===== src/rtl/core/kmhr_pkg.sv =====
// ----------------------------------------------------------------------------
// kmhr_pkg: shared types and constants of the key matrix hold/repeat unit
// Field widths, stream packing, register indexes, reset values and the
// default values of the top-level parameters.
// ----------------------------------------------------------------------------
package kmhr_pkg;

  // Default values of the top-level parameters.
  localparam int unsigned DefNumCols       = 4;
  localparam int unsigned DefNumRows       = 2;
  localparam int unsigned DefCountWidth    = 16;
  localparam int unsigned DefRepeatPeriod  = 3;

  // Rows that carry an input field; further rows read as released.
  localparam int unsigned InputRows  = 2;
  localparam int unsigned RowFieldW  = 4;
  localparam int unsigned LevelW     = 8;
  localparam int unsigned BitmapW    = 8;

  // Input stream packing: row0_columns, row1_columns.
  localparam int unsigned InTdataW   = 8;

  // Output stream packing from bit 0 up.
  localparam int unsigned OutEdgesLsb   = 0;
  localparam int unsigned OutHeldLsb    = 8;
  localparam int unsigned OutEscapeBit  = 16;
  localparam int unsigned OutConfirmBit = 17;
  localparam int unsigned OutIncBit     = 18;
  localparam int unsigned OutDecBit     = 19;
  localparam int unsigned OutUsedW      = 20;
  localparam int unsigned OutTdataW     = 24;

  // Configuration port.
  localparam int unsigned CfgDataW  = 16;
  localparam int unsigned CfgIndexW = 2;

  typedef enum logic [CfgIndexW-1:0] {
    REG_ESCAPE_HOLD  = 2'd0,
    REG_CONFIRM_HOLD = 2'd1,
    REG_REPEAT_START = 2'd2
  } kmhr_reg_e;

  localparam logic [CfgDataW-1:0] EscapeHoldRst  = 16'd5;
  localparam logic [CfgDataW-1:0] ConfirmHoldRst = 16'd10;
  localparam logic [CfgDataW-1:0] RepeatStartRst = 16'd10;

  typedef struct packed {
    logic [CfgDataW-1:0] escape_hold_count;
    logic [CfgDataW-1:0] confirm_hold_count;
    logic [CfgDataW-1:0] repeat_start_count;
  } kmhr_cfg_t;

  // Flags of one result item.
  typedef struct packed {
    logic                escape_hold;
    logic                confirm_hold;
    logic                increase_fire;
    logic                decrease_fire;
  } kmhr_flags_t;

endpackage


===== src/rtl/core/kmhr_cfg_regs.sv =====
// ----------------------------------------------------------------------------
// kmhr_cfg_regs: configuration register file
// Three 16-bit threshold registers written through a valid/ready channel.
// Writes to an unused index are dropped.
// ----------------------------------------------------------------------------
module kmhr_cfg_regs import kmhr_pkg::*; (
  input  logic                 clk_i,
  input  logic                 rst_ni,
  input  logic                 wr_en_i,
  input  logic [CfgIndexW-1:0] wr_index_i,
  input  logic [CfgDataW-1:0]  wr_data_i,
  output kmhr_cfg_t            cfg_o
);

  kmhr_cfg_t cfg_q, cfg_d;

  always_comb begin
    cfg_d = cfg_q;
    if (wr_en_i) begin
      case (kmhr_reg_e'(wr_index_i))
        REG_ESCAPE_HOLD:  cfg_d.escape_hold_count  = wr_data_i;
        REG_CONFIRM_HOLD: cfg_d.confirm_hold_count = wr_data_i;
        REG_REPEAT_START: cfg_d.repeat_start_count = wr_data_i;
        default:          cfg_d = cfg_q;
      endcase
    end
  end

  always_ff @(posedge clk_i or negedge rst_ni) begin
    if (!rst_ni) begin
      cfg_q.escape_hold_count  <= EscapeHoldRst;
      cfg_q.confirm_hold_count <= ConfirmHoldRst;
      cfg_q.repeat_start_count <= RepeatStartRst;
    end else begin
      cfg_q <= cfg_d;
    end
  end

  assign cfg_o = cfg_q;

endmodule


===== src/rtl/core/kmhr_counter_bank.sv =====
// ----------------------------------------------------------------------------
// kmhr_counter_bank: per-key saturating hold counters
// One counter per key plus a per-key phase counter that tracks the hold count modulo
// the repeat period. Both update when a scan tick moves to the result stage.
// ----------------------------------------------------------------------------
module kmhr_counter_bank import kmhr_pkg::*; #(
  parameter int unsigned NUM_COLS         = DefNumCols,
  parameter int unsigned NUM_ROWS_SCANNED = DefNumRows,
  parameter int unsigned COUNT_WIDTH      = DefCountWidth,
  parameter int unsigned REPEAT_PERIOD    = DefRepeatPeriod,
  localparam int unsigned KeyCount        = NUM_ROWS_SCANNED * NUM_COLS,
  localparam int unsigned PhaseW          = (REPEAT_PERIOD > 1) ? $clog2(REPEAT_PERIOD) : 1
) (
  input  logic                                clk_i,
  input  logic                                rst_ni,
  input  logic                                tick_i,
  input  logic [RowFieldW-1:0]                row0_columns_i,
  input  logic [RowFieldW-1:0]                row1_columns_i,
  output logic [KeyCount-1:0][COUNT_WIDTH-1:0] count_next_o,
  output logic [KeyCount-1:0][PhaseW-1:0]      phase_next_o
);

  localparam logic [PhaseW-1:0] PhaseLast = PhaseW'(REPEAT_PERIOD - 1);

  logic [KeyCount-1:0][COUNT_WIDTH-1:0] count_q, count_d;
  logic [KeyCount-1:0][PhaseW-1:0]      phase_q, phase_d;

  for (genvar k = 0; k < KeyCount; k++) begin : g_key
    localparam int unsigned Row = k / NUM_COLS;
    localparam int unsigned Col = k % NUM_COLS;
    logic [LevelW-1:0] levels;
    logic              pressed;

    if (Row == 0) begin : g_row0
      assign levels = {{(LevelW-RowFieldW){1'b1}}, row0_columns_i};
    end else if (Row == 1) begin : g_row1
      assign levels = {{(LevelW-RowFieldW){1'b1}}, row1_columns_i};
    end else begin : g_idle_row
      assign levels = '1;
    end

    assign pressed = ~levels[Col];

    always_comb begin
      count_d[k] = count_q[k];
      phase_d[k] = phase_q[k];
      if (!pressed) begin
        count_d[k] = '0;
        phase_d[k] = '0;
      end else if (count_q[k] != '1) begin
        count_d[k] = count_q[k] + 1'b1;
        phase_d[k] = (phase_q[k] == PhaseLast) ? '0 : phase_q[k] + 1'b1;
      end
    end
  end

  always_ff @(posedge clk_i or negedge rst_ni) begin
    if (!rst_ni) begin
      count_q <= '0;
      phase_q <= '0;
    end else if (tick_i) begin
      count_q <= count_d;
      phase_q <= phase_d;
    end
  end

  assign count_next_o = count_d;
  assign phase_next_o = phase_d;

endmodule


===== src/rtl/core/kmhr_result_enc.sv =====
// ----------------------------------------------------------------------------
// kmhr_result_enc: result formation from the updated counters
// Builds the press-edge and held bitmaps and the hold and repeat flags.
// ----------------------------------------------------------------------------
module kmhr_result_enc import kmhr_pkg::*; #(
  parameter int unsigned NUM_COLS         = DefNumCols,
  parameter int unsigned NUM_ROWS_SCANNED = DefNumRows,
  parameter int unsigned COUNT_WIDTH      = DefCountWidth,
  parameter int unsigned REPEAT_PERIOD    = DefRepeatPeriod,
  localparam int unsigned KeyCount        = NUM_ROWS_SCANNED * NUM_COLS,
  localparam int unsigned PhaseW          = (REPEAT_PERIOD > 1) ? $clog2(REPEAT_PERIOD) : 1
) (
  input  logic [KeyCount-1:0][COUNT_WIDTH-1:0] count_i,
  input  logic [KeyCount-1:0][PhaseW-1:0]      phase_i,
  input  kmhr_cfg_t                            cfg_i,
  output logic [BitmapW-1:0]                   press_edges_o,
  output logic [BitmapW-1:0]                   held_keys_o,
  output kmhr_flags_t                          flags_o
);

  localparam int unsigned CmpW = (COUNT_WIDTH > CfgDataW) ? COUNT_WIDTH : CfgDataW;
  // Residue of a count of one: zero when every count is a multiple of one.
  localparam logic [PhaseW-1:0] PhaseOne = (REPEAT_PERIOD > 1) ? PhaseW'(1) : '0;

  logic [3:0][CmpW-1:0]   named_count;
  logic [3:0][PhaseW-1:0] named_phase;

  for (genvar b = 0; b < BitmapW; b++) begin : g_bit
    if (b < KeyCount) begin : g_key
      assign press_edges_o[b] = (count_i[b] == COUNT_WIDTH'(1));
      assign held_keys_o[b]   = (count_i[b] != '0);
    end else begin : g_none
      assign press_edges_o[b] = 1'b0;
      assign held_keys_o[b]   = 1'b0;
    end
  end

  // A named key that does not exist reads as an idle counter.
  for (genvar n = 0; n < 4; n++) begin : g_named
    if (n < KeyCount) begin : g_key
      assign named_count[n] = CmpW'(count_i[n]);
      assign named_phase[n] = phase_i[n];
    end else begin : g_none
      assign named_count[n] = '0;
      assign named_phase[n] = '0;
    end
  end

  function automatic logic repeat_fire(input logic [CmpW-1:0]   cnt,
                                       input logic [PhaseW-1:0] phase,
                                       input logic [CfgDataW-1:0] start);
    logic first;
    logic past_start;
    first      = (cnt == CmpW'(1));
    past_start = (cnt > CmpW'(start));
    return first || (past_start && (phase == PhaseOne));
  endfunction

  always_comb begin
    flags_o.escape_hold   = (named_count[0] == CmpW'(cfg_i.escape_hold_count));
    flags_o.confirm_hold  = (named_count[3] == CmpW'(cfg_i.confirm_hold_count));
    flags_o.increase_fire = repeat_fire(named_count[2], named_phase[2],
                                        cfg_i.repeat_start_count);
    flags_o.decrease_fire = repeat_fire(named_count[1], named_phase[1],
                                        cfg_i.repeat_start_count);
  end

endmodule


===== src/rtl/core/key_matrix_hold_repeat_unit.sv =====
// ----------------------------------------------------------------------------
// key_matrix_hold_repeat_unit: keypad scanner with hold detection and repeat
//
//   channel  direction  handshake                 payload
//   s_*      in         s_tvalid_i / s_tready_o   scan tick column levels
//   m_*      out        m_tvalid_o / m_tready_i   bitmaps and event flags
//   cfg_*    in         cfg_valid_i / cfg_ready_o register index and value
//
// One scan tick per cycle sustained while the result stream does not stall; a
// tick is held in the input register, and the counter update loads its result
// into the result register, from which it transfers. Reset clears all hold
// counters and loads the default thresholds; the configuration channel is
// always ready. While the result register is stalled the input register
// still takes one more tick.
// ----------------------------------------------------------------------------
module key_matrix_hold_repeat_unit import kmhr_pkg::*; #(
  parameter int unsigned NUM_COLS         = DefNumCols,
  parameter int unsigned NUM_ROWS_SCANNED = DefNumRows,
  parameter int unsigned COUNT_WIDTH      = DefCountWidth,
  parameter int unsigned REPEAT_PERIOD    = DefRepeatPeriod
) (
  input  logic                 clk_i,
  input  logic                 rst_ni,
  input  logic                 s_tvalid_i,
  output logic                 s_tready_o,
  // [3:0] row0_columns, [7:4] row1_columns
  input  logic [InTdataW-1:0]  s_tdata_i,
  output logic                 m_tvalid_o,
  input  logic                 m_tready_i,
  // [7:0] press_edges, [15:8] held_keys, [16] escape_hold, [17] confirm_hold,
  // [18] increase_fire, [19] decrease_fire, [23:20] zero
  output logic [OutTdataW-1:0] m_tdata_o,
  input  logic                 cfg_valid_i,
  output logic                 cfg_ready_o,
  input  logic [CfgIndexW-1:0] cfg_index_i,
  input  logic [CfgDataW-1:0]  cfg_data_i
);

  localparam int unsigned KeyCount = NUM_ROWS_SCANNED * NUM_COLS;
  localparam int unsigned PhaseW   = (REPEAT_PERIOD > 1) ? $clog2(REPEAT_PERIOD) : 1;

  logic                 in_valid_q;
  logic [InTdataW-1:0]  in_data_q;
  logic                 out_valid_q;
  logic [OutTdataW-1:0] out_data_q, out_data_d;
  logic                 advance;

  kmhr_cfg_t                            cfg;
  logic [KeyCount-1:0][COUNT_WIDTH-1:0] count_next;
  logic [KeyCount-1:0][PhaseW-1:0]      phase_next;
  logic [BitmapW-1:0]                   press_edges;
  logic [BitmapW-1:0]                   held_keys;
  kmhr_flags_t                          flags;

  // A tick moves on when the result register is empty or being drained.
  assign advance    = in_valid_q && (!out_valid_q || m_tready_i);
  assign s_tready_o = !in_valid_q || advance;
  assign cfg_ready_o = 1'b1;

  kmhr_cfg_regs u_cfg (
    .clk_i      (clk_i),
    .rst_ni     (rst_ni),
    .wr_en_i    (cfg_valid_i),
    .wr_index_i (cfg_index_i),
    .wr_data_i  (cfg_data_i),
    .cfg_o      (cfg)
  );

  kmhr_counter_bank #(
    .NUM_COLS         (NUM_COLS),
    .NUM_ROWS_SCANNED (NUM_ROWS_SCANNED),
    .COUNT_WIDTH      (COUNT_WIDTH),
    .REPEAT_PERIOD    (REPEAT_PERIOD)
  ) u_bank (
    .clk_i          (clk_i),
    .rst_ni         (rst_ni),
    .tick_i         (advance),
    .row0_columns_i (in_data_q[RowFieldW-1:0]),
    .row1_columns_i (in_data_q[2*RowFieldW-1:RowFieldW]),
    .count_next_o   (count_next),
    .phase_next_o   (phase_next)
  );

  kmhr_result_enc #(
    .NUM_COLS         (NUM_COLS),
    .NUM_ROWS_SCANNED (NUM_ROWS_SCANNED),
    .COUNT_WIDTH      (COUNT_WIDTH),
    .REPEAT_PERIOD    (REPEAT_PERIOD)
  ) u_enc (
    .count_i       (count_next),
    .phase_i       (phase_next),
    .cfg_i         (cfg),
    .press_edges_o (press_edges),
    .held_keys_o   (held_keys),
    .flags_o       (flags)
  );

  always_comb begin
    out_data_d = '0;
    out_data_d[OutEdgesLsb +: BitmapW] = press_edges;
    out_data_d[OutHeldLsb +: BitmapW]  = held_keys;
    out_data_d[OutEscapeBit]           = flags.escape_hold;
    out_data_d[OutConfirmBit]          = flags.confirm_hold;
    out_data_d[OutIncBit]              = flags.increase_fire;
    out_data_d[OutDecBit]              = flags.decrease_fire;
  end

  always_ff @(posedge clk_i or negedge rst_ni) begin
    if (!rst_ni) begin
      in_valid_q  <= 1'b0;
      out_valid_q <= 1'b0;
    end else begin
      if (s_tvalid_i && s_tready_o) begin
        in_valid_q <= 1'b1;
      end else if (advance) begin
        in_valid_q <= 1'b0;
      end
      if (advance) begin
        out_valid_q <= 1'b1;
      end else if (m_tready_i) begin
        out_valid_q <= 1'b0;
      end
    end
  end

  always_ff @(posedge clk_i) begin
    if (s_tvalid_i && s_tready_o) begin
      in_data_q <= s_tdata_i;
    end
    if (advance) begin
      out_data_q <= out_data_d;
    end
  end

  assign m_tvalid_o = out_valid_q;
  assign m_tdata_o  = out_data_q;

endmodule


===== config.mk =====
export PLATFORM = sky130hd
export DESIGN_NAME = key_matrix_hold_repeat_unit
export DESIGN_NICKNAME = d
export VERILOG_FILES = /design/src/rtl/core/kmhr_pkg.sv /design/src/rtl/core/kmhr_cfg_regs.sv /design/src/rtl/core/kmhr_counter_bank.sv /design/src/rtl/core/kmhr_result_enc.sv /design/src/rtl/core/key_matrix_hold_repeat_unit.sv
export SDC_FILE = /design/constraint.sdc
export NUM_CORES = 1
export LEC_CHECK = 0
export BUFFER_PORTS_ARGS = -buffer_cell sky130_fd_sc_hd__buf_2
export CAP_MARGIN = 30
export CORE_MARGIN = 2
export CORE_UTILIZATION = 62
export DETAILED_ROUTE_END_ITERATION = 8
export PLACE_DENSITY = 0.84
export SETUP_SLACK_MARGIN = 0.5
export SKIP_CTS_REPAIR_TIMING = 1
export SLEW_MARGIN = 10
export SYNTH_ARGS = -nofsm -noshare
export SYNTH_HDL_FRONTEND = slang
export SYNTH_SLANG_ARGS = --single-unit

===== constraint.sdc =====
create_clock -name clk_i -period 6.55 [get_ports clk_i]
set_input_delay 0.3275 -clock clk_i [delete_from_list [all_inputs] [get_ports clk_i]]
set_output_delay 0.3275 -clock clk_i [all_outputs]
set_load 0.005 [all_outputs]

==> metrics.md, run 1 <==
| Metric | Value |
|---|---|
| Detailed Route Iter0 Violations | `972` |
| Power Density | `240 nW/um2` |
| Initial DRT Pass Iterations | `5` |
| GRT Total Usage | `0.294` |
| Synth async-reset ratio | `0.867` |
| Root Buffer | `clkbuf_16` |
| Internal | `0.00261 W` |
| RSZ-0062 raised after global routing | `false` |
| Sink Count | `210` |
| Synth warnings | `0` |
| Layout cells sized above 1 | `0.122` |
| Hold path depth | `2` |
| Yosys cell types | `87` |
| First-pass GRT wire length | `58.5 mm` |
| Switching part of the total power | `0.284` |
| Period utilisation layout | `0.550` |
| Nets | `1703` |
| Post-DP Area | `14300 um2` |
| Synth Area in XOR/XNOR | `0.0429` |
| Antenna-violating nets left | `0` |
| Clock Power Share | `0.394` |
| Grt ovf | `0` |
| Finished layout cell area | `15200 um2` |
| # rows | `55` |
| WHS Endpoint | `in_valid_q` |
| Status | `finished clean` |
| Critical path's largest stage delay | `0.46 ns` |
| Cell Area, Synth | `14100 um2` |
| R2r startpoint | `u_bank.count_q[32]` |
| Setup Crit Path Kind | `flop to flop` |
| DP HPWL | `23.7 mm` |
| Die Ht | `155 um` |
| CP cell instances | `ha_1 > and3_1 > nand4_1 > nor2_1 > nand2_1 > a21oi_1 > ha_1 > nor2b_1 > o21a_1 > o21ai_0 > nand2b_1 > a21oi_1 > o21a_1 > o221ai_1 > a31o_1` |
| CP max stage cell | `nor2_1` |
| Vias in the first global route | `11600` |
| Cells after Synth | `1645` |
| Max Slew Vio Count | `0` |
| Register area share after synthesis | `0.384` |
| Final Hold Viols | `0` |
| Worst-Margin Slew | `1.01 ns` |
| Hold Crit Start | `s_tvalid_i` |
| Number of synthesized flops with an enable pin | `28` |
| Top_reg_cell synth | `dfrtp_1` |
| Dpl cells | `1880` |
| Fin cells | `1935` |
| H-tree depth | `1` |
| Max Buffers Root-to-Sink | `3` |
| Fin crit period | `3.60 ns` |
| Syn avg cell area | `8.55 um2` |
| Fmax achieved | `277 MHz` |
| Crit path required time | `6.83 ns` |
| Max Clock Skew | `0.0140 ns` |
| Vias/cell | `6.53` |
| Net Switching | `0.00104 W` |
| WL final | `34.9 mm` |
| Post-synthesis mux area share | `0.0538` |
| Tot Pwr | `0.00365 W` |
| Simple logic cell fraction of the synthesized area | `0.259` |
| Sequential Power Share | `0.439` |
| Crit start category | `flop` |
| Clock Latency Late Sink | `0.53 ns` |
| Diode count | `0` |
| Area growth from synthesis to layout | `8.33%` |
| RD Place Congestion | `0.972` |
| CP Capture Type | `flop` |
| Main combinational cell family by area after synthesis | `simple AND/OR/NAND/NOR gates` |
| Complex-gate fraction of the synthesized area | `0.181` |
| Die Width | `155 um` |
| Crit path buffers/inverters | `0` |
| Num CTS Buffers | `24` |
| Vias | `12600` |
| Initial antenna violation count | `0` |
| Final Util | `0.679` |
| Combinational power share | `0.167` |
| Avg WL per Cell | `18.0 um` |
| Port bufs | `52` |
| Post-Synth Adder-Cell Area | `0.0356` |
| DRC errors left | `0` |
| Max FO, Critical Path | `9` |
| TritonCTS clock tree | `yes` |
| Crit path DAT | `3.89 ns` |
| Starting Density | `0.627` |
| RR Endpoint | `m_tdata_o[18]` |
| R2R depth | `15` |
| HP Class | `primary input to flop` |
| MaxCap Viol Count | `0` |
| Num ports | `58` |
| Setup TNS | `0 ns` |
| Peak supply drop | `239 uV` |
| Pleak | `6.46 nW` |
| R2R Setup Slk | `2.95 ns` |
| Clock Pin Slew Worst Setup and Hold Paths | `0.06 ns` |
| Die area | `23900 um2` |
| CORE AREA | `22400 um2` |
| Filler Cell Count | `1779` |
| Rel. slew slack | `0.328` |
| Critical path's top delay family | `simple AND/OR/NAND/NOR gates` |
| Pin count of the biggest net entering global routing | `106` |
| Final setup fails | `0` |
| Yosys reg bits | `210` |
[synth_stat cells (all sizes together) (16+ instances only)]
master / instances / share of area
nor3: 62 / 0.025
and3: 47 / 0.021
xnor2: 42 / 0.027
dfrtp: 176 / 0.31
clkbuf: 67 / 0.018
inv: 31 / 0.0083
o21ai: 114 / 0.041
edfxtp: 28 / 0.060
nand3: 72 / 0.026
ha: 40 / 0.036
a31oi: 39 / 0.017
nand4: 40 / 0.021
and2: 16 / 0.0073
nand2: 228 / 0.061
a21oi: 115 / 0.041
mux2: 52 / 0.042
mux2i: 17 / 0.012
nor2: 125 / 0.034
nand2b: 24 / 0.011
buf: 43 / 0.017
o31ai: 24 / 0.013
and4: 18 / 0.011
xor2: 26 / 0.016
nor4: 20 / 0.012
[per-layer routing]
layer / vias up / part of all wire / GRT usage
met5: - / 0 / 0
met3: 70 / 0.064 / 0.0384
met4: 0 / 0.026 / 0.0785
met1: 6111 / 0.44 / 0.428
li1: 6003 / - / -
met2: 452 / 0.47 / 0.468
[how the worst max path moves through the flow]
| stage | start | endpoint | cells past startpoint |
|---|---|---|---|
| after floorplan | u_bank.count_q[32] | m_tdata_o[18] | 16 |
| after global placement | u_bank.count_q[32] | m_tdata_o[18] | 15 |
| after detailed placement | u_bank.count_q[33] | m_tdata_o[18] | 15 |
| after CTS | u_bank.count_q[32] | m_tdata_o[18] | 15 |
| after global routing | u_bank.count_q[33] | m_tdata_o[18] | 15 |
| final | u_bank.count_q[32] | m_tdata_o[18] | 15 |
[final cells by class]
type	count	area (um2)	share of cell area
Inverter	31	119	0.00780
Timing Repair Buffer	68	435	0.0286
Clock inverter	10	159	0.0104
Clock buffer	34	689	0.0453
Sequential cell	210	5400	0.355
Tap cell	285	357	0.0234
Multi-Input combinational cell	1297	8070	0.530
[registers in the layout (all words and copies together) (netlist names)]
signal	count
u_bank.count_q	128
u_cfg.cfg_o	48
in_valid_q	1
in_data_q	8
u_bank.phase_q	4
m_tvalid_o	1
m_tdata_o	20
[cell families (layout without fill, tap and decap cells)]
family,count (synthesis),count (layout)
AND/OR/NAND/NOR,708,708
AO/OA/AOI/OAI,407,407
flip-flops,210,210
buffers and inverters,141,143
multiplexers,69,69
XOR/XNOR,68,68
adder cells (fa/ha/maj),40,40
other,2,5
[cells in the final DEF, fill, tap and decap left out, drive strengths merged, types with 20 or more instances in the layout]
cell type  synthesis  routed
nor3              62      62
mux2              52      52
xnor2             42      42
nand2            228     228
nor4              20      20
xor2              26      26
a31oi             39      39
o21ai            114     114
nor2             125     125
nand3             72      72
nand4             40      40
nand2b            24      24
clkbuf            67      35
a21oi            115     115
o31ai             24      24
inv               31      32
edfxtp            28      28
and3              47      47
ha                40      40
dfrtp            176     176
buf               43      58
[per-stage QoR]
stage | setup slack, ns | hold slack [ns]
2_1_floorplan | 3.26 | 0.0319
3_3_place_gp | 3.09 | 0.492
3_5_place_dp | 3.00 | 0.494
4_1_cts | 2.98 | -0.0491
5_1_grt | 2.55 | 0.0302
6_report | 2.95 | 0.0244
[power by group through the flow]
stage | Clock [W] | Sequential, W | Combinational [W]
6_report | 0.00144 | 0.00160 | 0.000610
3_3_place_gp | 0 | 0.00161 | 0.000572
5_1_grt | 0.00151 | 0.00162 | 0.000688
2_1_floorplan | 0 | 0.00156 | 0.000447
4_1_cts | 0.00146 | 0.00160 | 0.000599
3_5_place_dp | 0 | 0.00162 | 0.000594
Note: power is estimated with default switching activity, not from simulation.
==> run 2, diff against run 1 <==
Settings changed: CORE_UTILIZATION 62 to 57, PLACE_DENSITY 0.84 to 0.81.
Clock period 6.55 ns to 2.9 ns, I/O delays scaled along.
==> metrics.md, run 2 (synthesis results as in run 1) <==
| Metric | Value |
|---|---|
| HP Class | `primary input to flop` |
| Starting Density | `0.580 (-0.0469)` |
| Pin count of the biggest net entering global routing | `86 (-19%)` |
| Vias/cell | `6.42 (-1.6%)` |
| Avg WL per Cell | `19.5 um (+8.1%)` |
| Crit path DAT | `3.25 ns (-0.64 ns)` |
| Area growth from synthesis to layout | `29.3%` |
| Setup Crit Path Kind | `flop to flop` |
| Pre-CTS setup slack | `-0.129 ns (-3.13 ns)` |
| Nets | `1923 (+13%)` |
| GRT Total Usage | `0.288 (-0.00597)` |
| H-tree depth | `1 (unchanged)` |
| Worst-Margin Slew | `0.838 ns (-0.170 ns)` |
| Layout cells sized above 1 | `0.331 (+0.209)` |
| Initial antenna violation count | `0 (unchanged)` |
| Diode count | `0 (unchanged)` |
| Setup TNS | `-0.0632 ns (-0.0632 ns)` |
| Commonest non-fill, non-tap cell in the layout | `nand2_1` |
| Num CTS Buffers | `24 (unchanged)` |
| Antenna-violating nets left | `0 (unchanged)` |
| Root Buffer | `clkbuf_16` |
| Crit path required time | `3.19 ns (-3.64 ns)` |
| Rel. slew slack | `0.440 (+0.112)` |
| Detailed Route Iter0 Violations | `1356 (+40%)` |
| First-pass GRT wire length | `62.3 mm (+6.5%)` |
| Fmax achieved | `337 MHz (+22%)` |
| Die Ht | `161 um (+4.2%)` |
| CP max stage cell | `dfrtp_1` |
| Num ports | `58 (unchanged)` |
| Max FO, Critical Path | `2 (-7)` |
| DP HPWL | `26.4 mm (+11%)` |
| Clock Pin Slew Worst Setup and Hold Paths | `0.06 ns (about the same)` |
| Failing checks | `setup timing` |
| Die area | `25900 um2 (+8.5%)` |
| Max Buffers Root-to-Sink | `3 (unchanged)` |
| FF+latch area | `5470 um2 (+1.2%)` |
| Peak supply drop | `539 uV (+130%)` |
| Power Density | `482 nW/um2 (+100%)` |
| Max Clock Skew | `0.0160 ns (+0.00197 ns)` |
| Grt ovf | `0 (unchanged)` |
| Sink Count | `210 (unchanged)` |
| Initial DRT Pass Iterations | `5 (unchanged)` |
| Crit start category | `flop` |
| Setup WS post-layout | `-0.0632 ns (-3.01 ns)` |
| WL final | `42.7 mm (+23%)` |
| Die Width | `161 um (+4.2%)` |
| MaxCap Viol Count | `0 (unchanged)` |
| Period utilisation layout | `1.02 (+0.472)` |
| Final setup fails | `1 (+1)` |
| Max FFs per register | `128 (unchanged)` |
| Fin crit period | `2.96 ns (-0.641 ns)` |
| RD Place Congestion | `0.997 (+2.5%)` |
| Vias | `14100 (+12%)` |
| Most flops, register | `u_bank.count_q` |
| Max Slew Vio Count | `0 (unchanged)` |
| Vias in the first global route | `12400 (+7.4%)` |
| CP cell instances | `ha_2 > and3_4 > nand4_1 > buf_4 > nor2_4 > nand2_2 > a21oi_2 > ha_1 > nor2b_1 > o21a_1 > o21ai_1 > nand2b_1 > a21oi_2 > o21a_1 > o221ai_2 > a31o_1` |
| Filler Cell Count | `1637 (-8.0%)` |
| RSZ-0062 raised after global routing | `true` |
| TritonCTS clock tree | `yes` |
| Critical path's largest stage delay | `0.37 ns (-0.09 ns)` |
| Commonest cells after routing, fill and taps aside | `nand2_1 (213), buf_4 (197), dfrtp_1 (126)` |
| CORE AREA | `24200 um2 (+8.1%)` |
| CP Capture Type | `flop` |
| DRC errors left | `0 (unchanged)` |
| Status | `finished with violations` |
| Port bufs | `52 (unchanged)` |
| Final Hold Viols | `0 (unchanged)` |
| Multi-input gate area | `9150 um2 (+13%)` |
| Pleak | `7.84 nW (+21%)` |
| Clock Latency Late Sink | `0.53 ns (about the same)` |
| # rows | `57 (+3.6%)` |
==> run 2: critical path, delay by kind of cell (launching register included) <==
kind | cells | cell delay [ns]
AOI/OAI and AO/OA | 7 | 1.05
adders and majority gates | 2 | 0.45
DFF | 1 | 0.37
buffers and inverters | 1 | 0.18
and+or+nand+nor | 6 | 0.68
==> run 2: report_power, final <==
| part | total, W | internal [W] | switching [W] |
|---|---|---|---|
| Clock | 0.00329 | 0.00205 | 0.00124 |
| Combinational | 0.00187 | 0.000855 | 0.00101 |
| Sequential | 0.00361 | 0.00329 | 0.000312 |
==> run 2: per-layer routing <==
layer	up-vias	global-route usage	wire (um)
met5	-	0	0
li1	6435	-	-
met2	657	0.459	20600
met3	128	0.0390	3030
met1	6872	0.403	17400
met4	0	0.111	1670
==> run 2: stage by stage <==
step / area, um2 / hold slack (ns) / instances / total power, W / utilization
detailed placement: 15200 / 0.166 / 2014 / 0.00513 / 0.628
floorplan: 14300 / -0.151 / 1648 / 0.00457 / -
global placement: 15200 / 0.163 / 2014 / 0.00507 / 0.628
global route: 18200 / 0.0855 / 2194 / 0.00914 / 0.750
finish: 18200 / 0.0273 / 2194 / 0.00877 / 0.750
CTS: 16100 / -0.386 / 2058 / 0.00844 / 0.663
==> run 2: path summary, 6_finish.rpt <==
check                           depth (start not counted)  slack (ns)               start                  to
max in group asynchronous                               3        1.87              rst_ni     u_cfg.cfg_o[32]
worst max register to register                         16       -0.06  u_bank.count_q[33]       m_tdata_o[18]
worst min-delay path                                    3        0.03          m_tready_i          m_tvalid_o
min in group asynchronous                               2        0.17              rst_ni  u_bank.count_q[71]
worst min register to register                          1        0.50      u_cfg.cfg_o[7]      u_cfg.cfg_o[7]
worst max-delay path                                   16       -0.06  u_bank.count_q[33]       m_tdata_o[18]
==> run 2: layout make-up <==
cell class,count,area share
timing repair buffer,288,0.120
tap,324,0.0223
multi-input combinational,1297,0.503
clock inverter,6,0.00612
clock buffer,38,0.0416
inverter,31,0.00654
sequential,210,0.301
==> run 3, diff against run 2 <==
Settings changed: SETUP_SLACK_MARGIN 0.5 to default.
==> metrics.md, run 3 (synthesis results as in run 1) <==
| Metric | Value |
|---|---|
| Crit start category | `flop` |
| CP endpoint | `m_tdata_o[18]` |
| Initial DRT Pass Iterations | `5 (unchanged)` |
| R2r startpoint | `u_bank.count_q[32]` |
| CP max stage cell | `dfrtp_1` |
| Setup Crit Path Kind | `flop to flop` |
| GRT Total Usage | `0.286 (-0.00258)` |
| Pleak | `7.20 nW (-8.1%)` |
| Most flops, register | `u_bank.count_q` |
| Max Slew Vio Count | `0 (unchanged)` |
| Commonest cells after routing, fill and taps aside | `nand2_1 (225), dfrtp_1 (176), buf_4 (119)` |
| Diode count | `0 (unchanged)` |
| Setup WS post-layout | `-0.0534 ns (+0.00977 ns)` |
| Clock Power Share | `0.395 (+0.019)` |
| H-tree depth | `1 (unchanged)` |
| DRC errors left | `0 (unchanged)` |
| HP Class | `primary input to flop` |
| First-pass GRT wire length | `61.6 mm (-1.0%)` |
| Peak supply drop | `554 uV (+2.7%)` |
| Crit path DAT | `3.25 ns (about the same)` |
| RD Place Congestion | `1.01 (+1.3%)` |
| MaxCap Viol Count | `0 (unchanged)` |
| Area growth from synthesis to layout | `17.7%` |
| # rows | `57 (unchanged)` |
| R2R depth | `15 (-1)` |
| Avg WL per Cell | `18.1 um (-6.8%)` |
| Layout cells sized above 1 | `0.197 (-0.134)` |
| DP HPWL | `26.5 mm (+0.23%)` |
| Port bufs | `52 (unchanged)` |
| Vias/cell | `6.28 (-2.2%)` |
| CP startpoint | `u_bank.count_q[32]` |
| Cell mode on critical path | `nand4_1` |
| CP Capture Type | `flop` |
| WL final | `38.3 mm (-10%)` |
| RSZ-0062 raised after global routing | `true` |
| Final setup fails | `1 (unchanged)` |
| Initial antenna violation count | `0 (unchanged)` |
| Grt ovf | `0 (unchanged)` |
| R2R Setup Slk | `-0.05 ns (about the same)` |
| Starting Density | `0.580 (unchanged)` |
| Fin crit period | `2.95 ns (-0.00977 ns)` |
| Vias | `13300 (-5.9%)` |
| RR Endpoint | `m_tdata_o[18]` |
| Crit path required time | `3.20 ns (about the same)` |
| Root Buffer | `clkbuf_16` |
| Detailed Route Iter0 Violations | `1126 (-17%)` |
| Net Switching | `0.00246 W (-4.1%)` |
| Nets | `1838 (-4.4%)` |
| Filler Cell Count | `1873 (+14%)` |
| Final Util | `0.683 (-0.0674)` |
| Final Hold Viols | `0 (unchanged)` |
| Failing checks | `setup timing` |
| Antenna-violating nets left | `0 (unchanged)` |
| Commonest non-fill, non-tap cell in the layout | `nand2_1` |
| Clock Pin Slew Worst Setup and Hold Paths | `0.06 ns (about the same)` |
| Switching part of the total power | `0.287 (-0.00566)` |
| Vias in the first global route | `12500 (+0.35%)` |
| Sequential Power Share | `0.417 (+0.006)` |
| Worst-Margin Slew | `0.928 ns (+0.0910 ns)` |
| Num CTS Buffers | `25 (+4.2%)` |
| Die area | `25900 um2 (unchanged)` |
| Sink Count | `210 (unchanged)` |
| Combinational power share | `0.188 (-0.025)` |
| Critical path's largest stage delay | `0.35 ns (-0.02 ns)` |
| TritonCTS clock tree | `yes` |
| Final hold slack | `0.0108 ns (-0.0165 ns)` |
| Clock Latency Late Sink | `0.54 ns (about the same)` |
| Die Ht | `161 um (unchanged)` |
| Fmax achieved | `339 MHz (+0.33%)` |
| Max Buffers Root-to-Sink | `3 (unchanged)` |
| Num ports | `58 (unchanged)` |
| Rel. slew slack | `0.381 (-0.0589)` |
| Period utilisation layout | `1.02 (-0.00337)` |
| Status | `finished with violations` |
| Max FFs per register | `128 (unchanged)` |
| CP cell instances | `ha_2 > and3_4 > nand4_1 > nand2b_4 > buf_4 > nand4_1 > xor2_1 > nor2_1 > ha_1 > o21ai_2 > nand2b_1 > a21oi_2 > o21a_1 > o221ai_1 > a31o_1` |
| Max FO, Critical Path | `3 (+1)` |
| CORE AREA | `24200 um2 (unchanged)` |
| Pin count of the biggest net entering global routing | `88 (+2.3%)` |
| Power Density | `518 nW/um2 (+7.5%)` |
| Die Width | `161 um (unchanged)` |
| Internal | `0.00611 W (-1.4%)` |
| Max Clock Skew | `0.0247 ns (+0.00873 ns)` |
run 3: changes by cell type in the layout (fill, tap and decap cells not counted), moves of 10 or more:
cell,change
buf_4,-78
nor2_4,-10
nand3_1,+17
nor3_4,-10
nor2_1,+12
nand2_1,+12
dfrtp_1,+50
nand3_2,-12
and3_1,+10
nor3_1,+12
dfrtp_2,-50
run 3: area by class of cell:
type | count | area [um2] | share of cell area
clock buffer | 34 | 763 | 0.0461
inverter | 31 | 119 | 0.00718
sequential | 210 | 5400 | 0.326
multi-input combinational | 1297 | 8200 | 0.495
timing repair buffer | 202 | 1510 | 0.0914
clock inverter | 12 | 149 | 0.00900
tap | 324 | 405 | 0.0245
run 3: worst min-delay path by stage:
stage,startpoint,to,depth (start not counted)
2_1_floorplan,rst_ni,in_valid_q,0
3_3_place_gp,rst_ni,u_bank.count_q[70],1
3_5_place_dp,rst_ni,u_bank.count_q[70],1
4_1_cts,rst_ni,m_tvalid_o,1
5_1_grt,m_tready_i,m_tvalid_o,3
6_report,m_tready_i,m_tvalid_o,3
run 3: per-stage QoR:
step           TNS (ns)  cells  area [um2]  power [W]  setup WS, ns
2_1_floorplan   -0.0787   1648       14100    0.00455       -0.0787
3_3_place_gp          0   2029       15200    0.00505        0.0426
3_5_place_dp     -0.104   2029       15200    0.00511       -0.0584
4_1_cts          -0.132   2075       16100    0.00852       -0.0875
5_1_grt          -0.254   2110       16600    0.00896        -0.202
6_report        -0.0534   2110       16600    0.00858       -0.0534
run 3: power groups by stage:
stage / Sequential (W) / Combinational, W / Clock [W]
finish: 0.00358 / 0.00161 / 0.00339
global route: 0.00361 / 0.00178 / 0.00357
CTS: 0.00356 / 0.00152 / 0.00344
detailed placement: 0.00361 / 0.00150 / 0
global placement: 0.00359 / 0.00146 / 0
floorplan: 0.00353 / 0.00102 / 0
run 3: layer usage:
| metal | share of wire | global-route usage | routed length, um |
|---|---|---|---|
| met4 | 0.031 | 0.103 | 1210 |
| met3 | 0.066 | 0.0362 | 2530 |
| met5 | 0 | 0 | 0 |
| met1 | 0.43 | 0.394 | 16600 |
| met2 | 0.47 | 0.466 | 17900 |
run 3: critical path, delay by kind of cell (launching register included):
family	cells	cell delay [ns]
and+or+nand+nor	6	0.89
AOI/OAI and AO/OA	5	0.63
adders and majority gates	2	0.53
DFF	1	0.35
xor gates and xnor gates	1	0.17
buffers and inverters	1	0.13
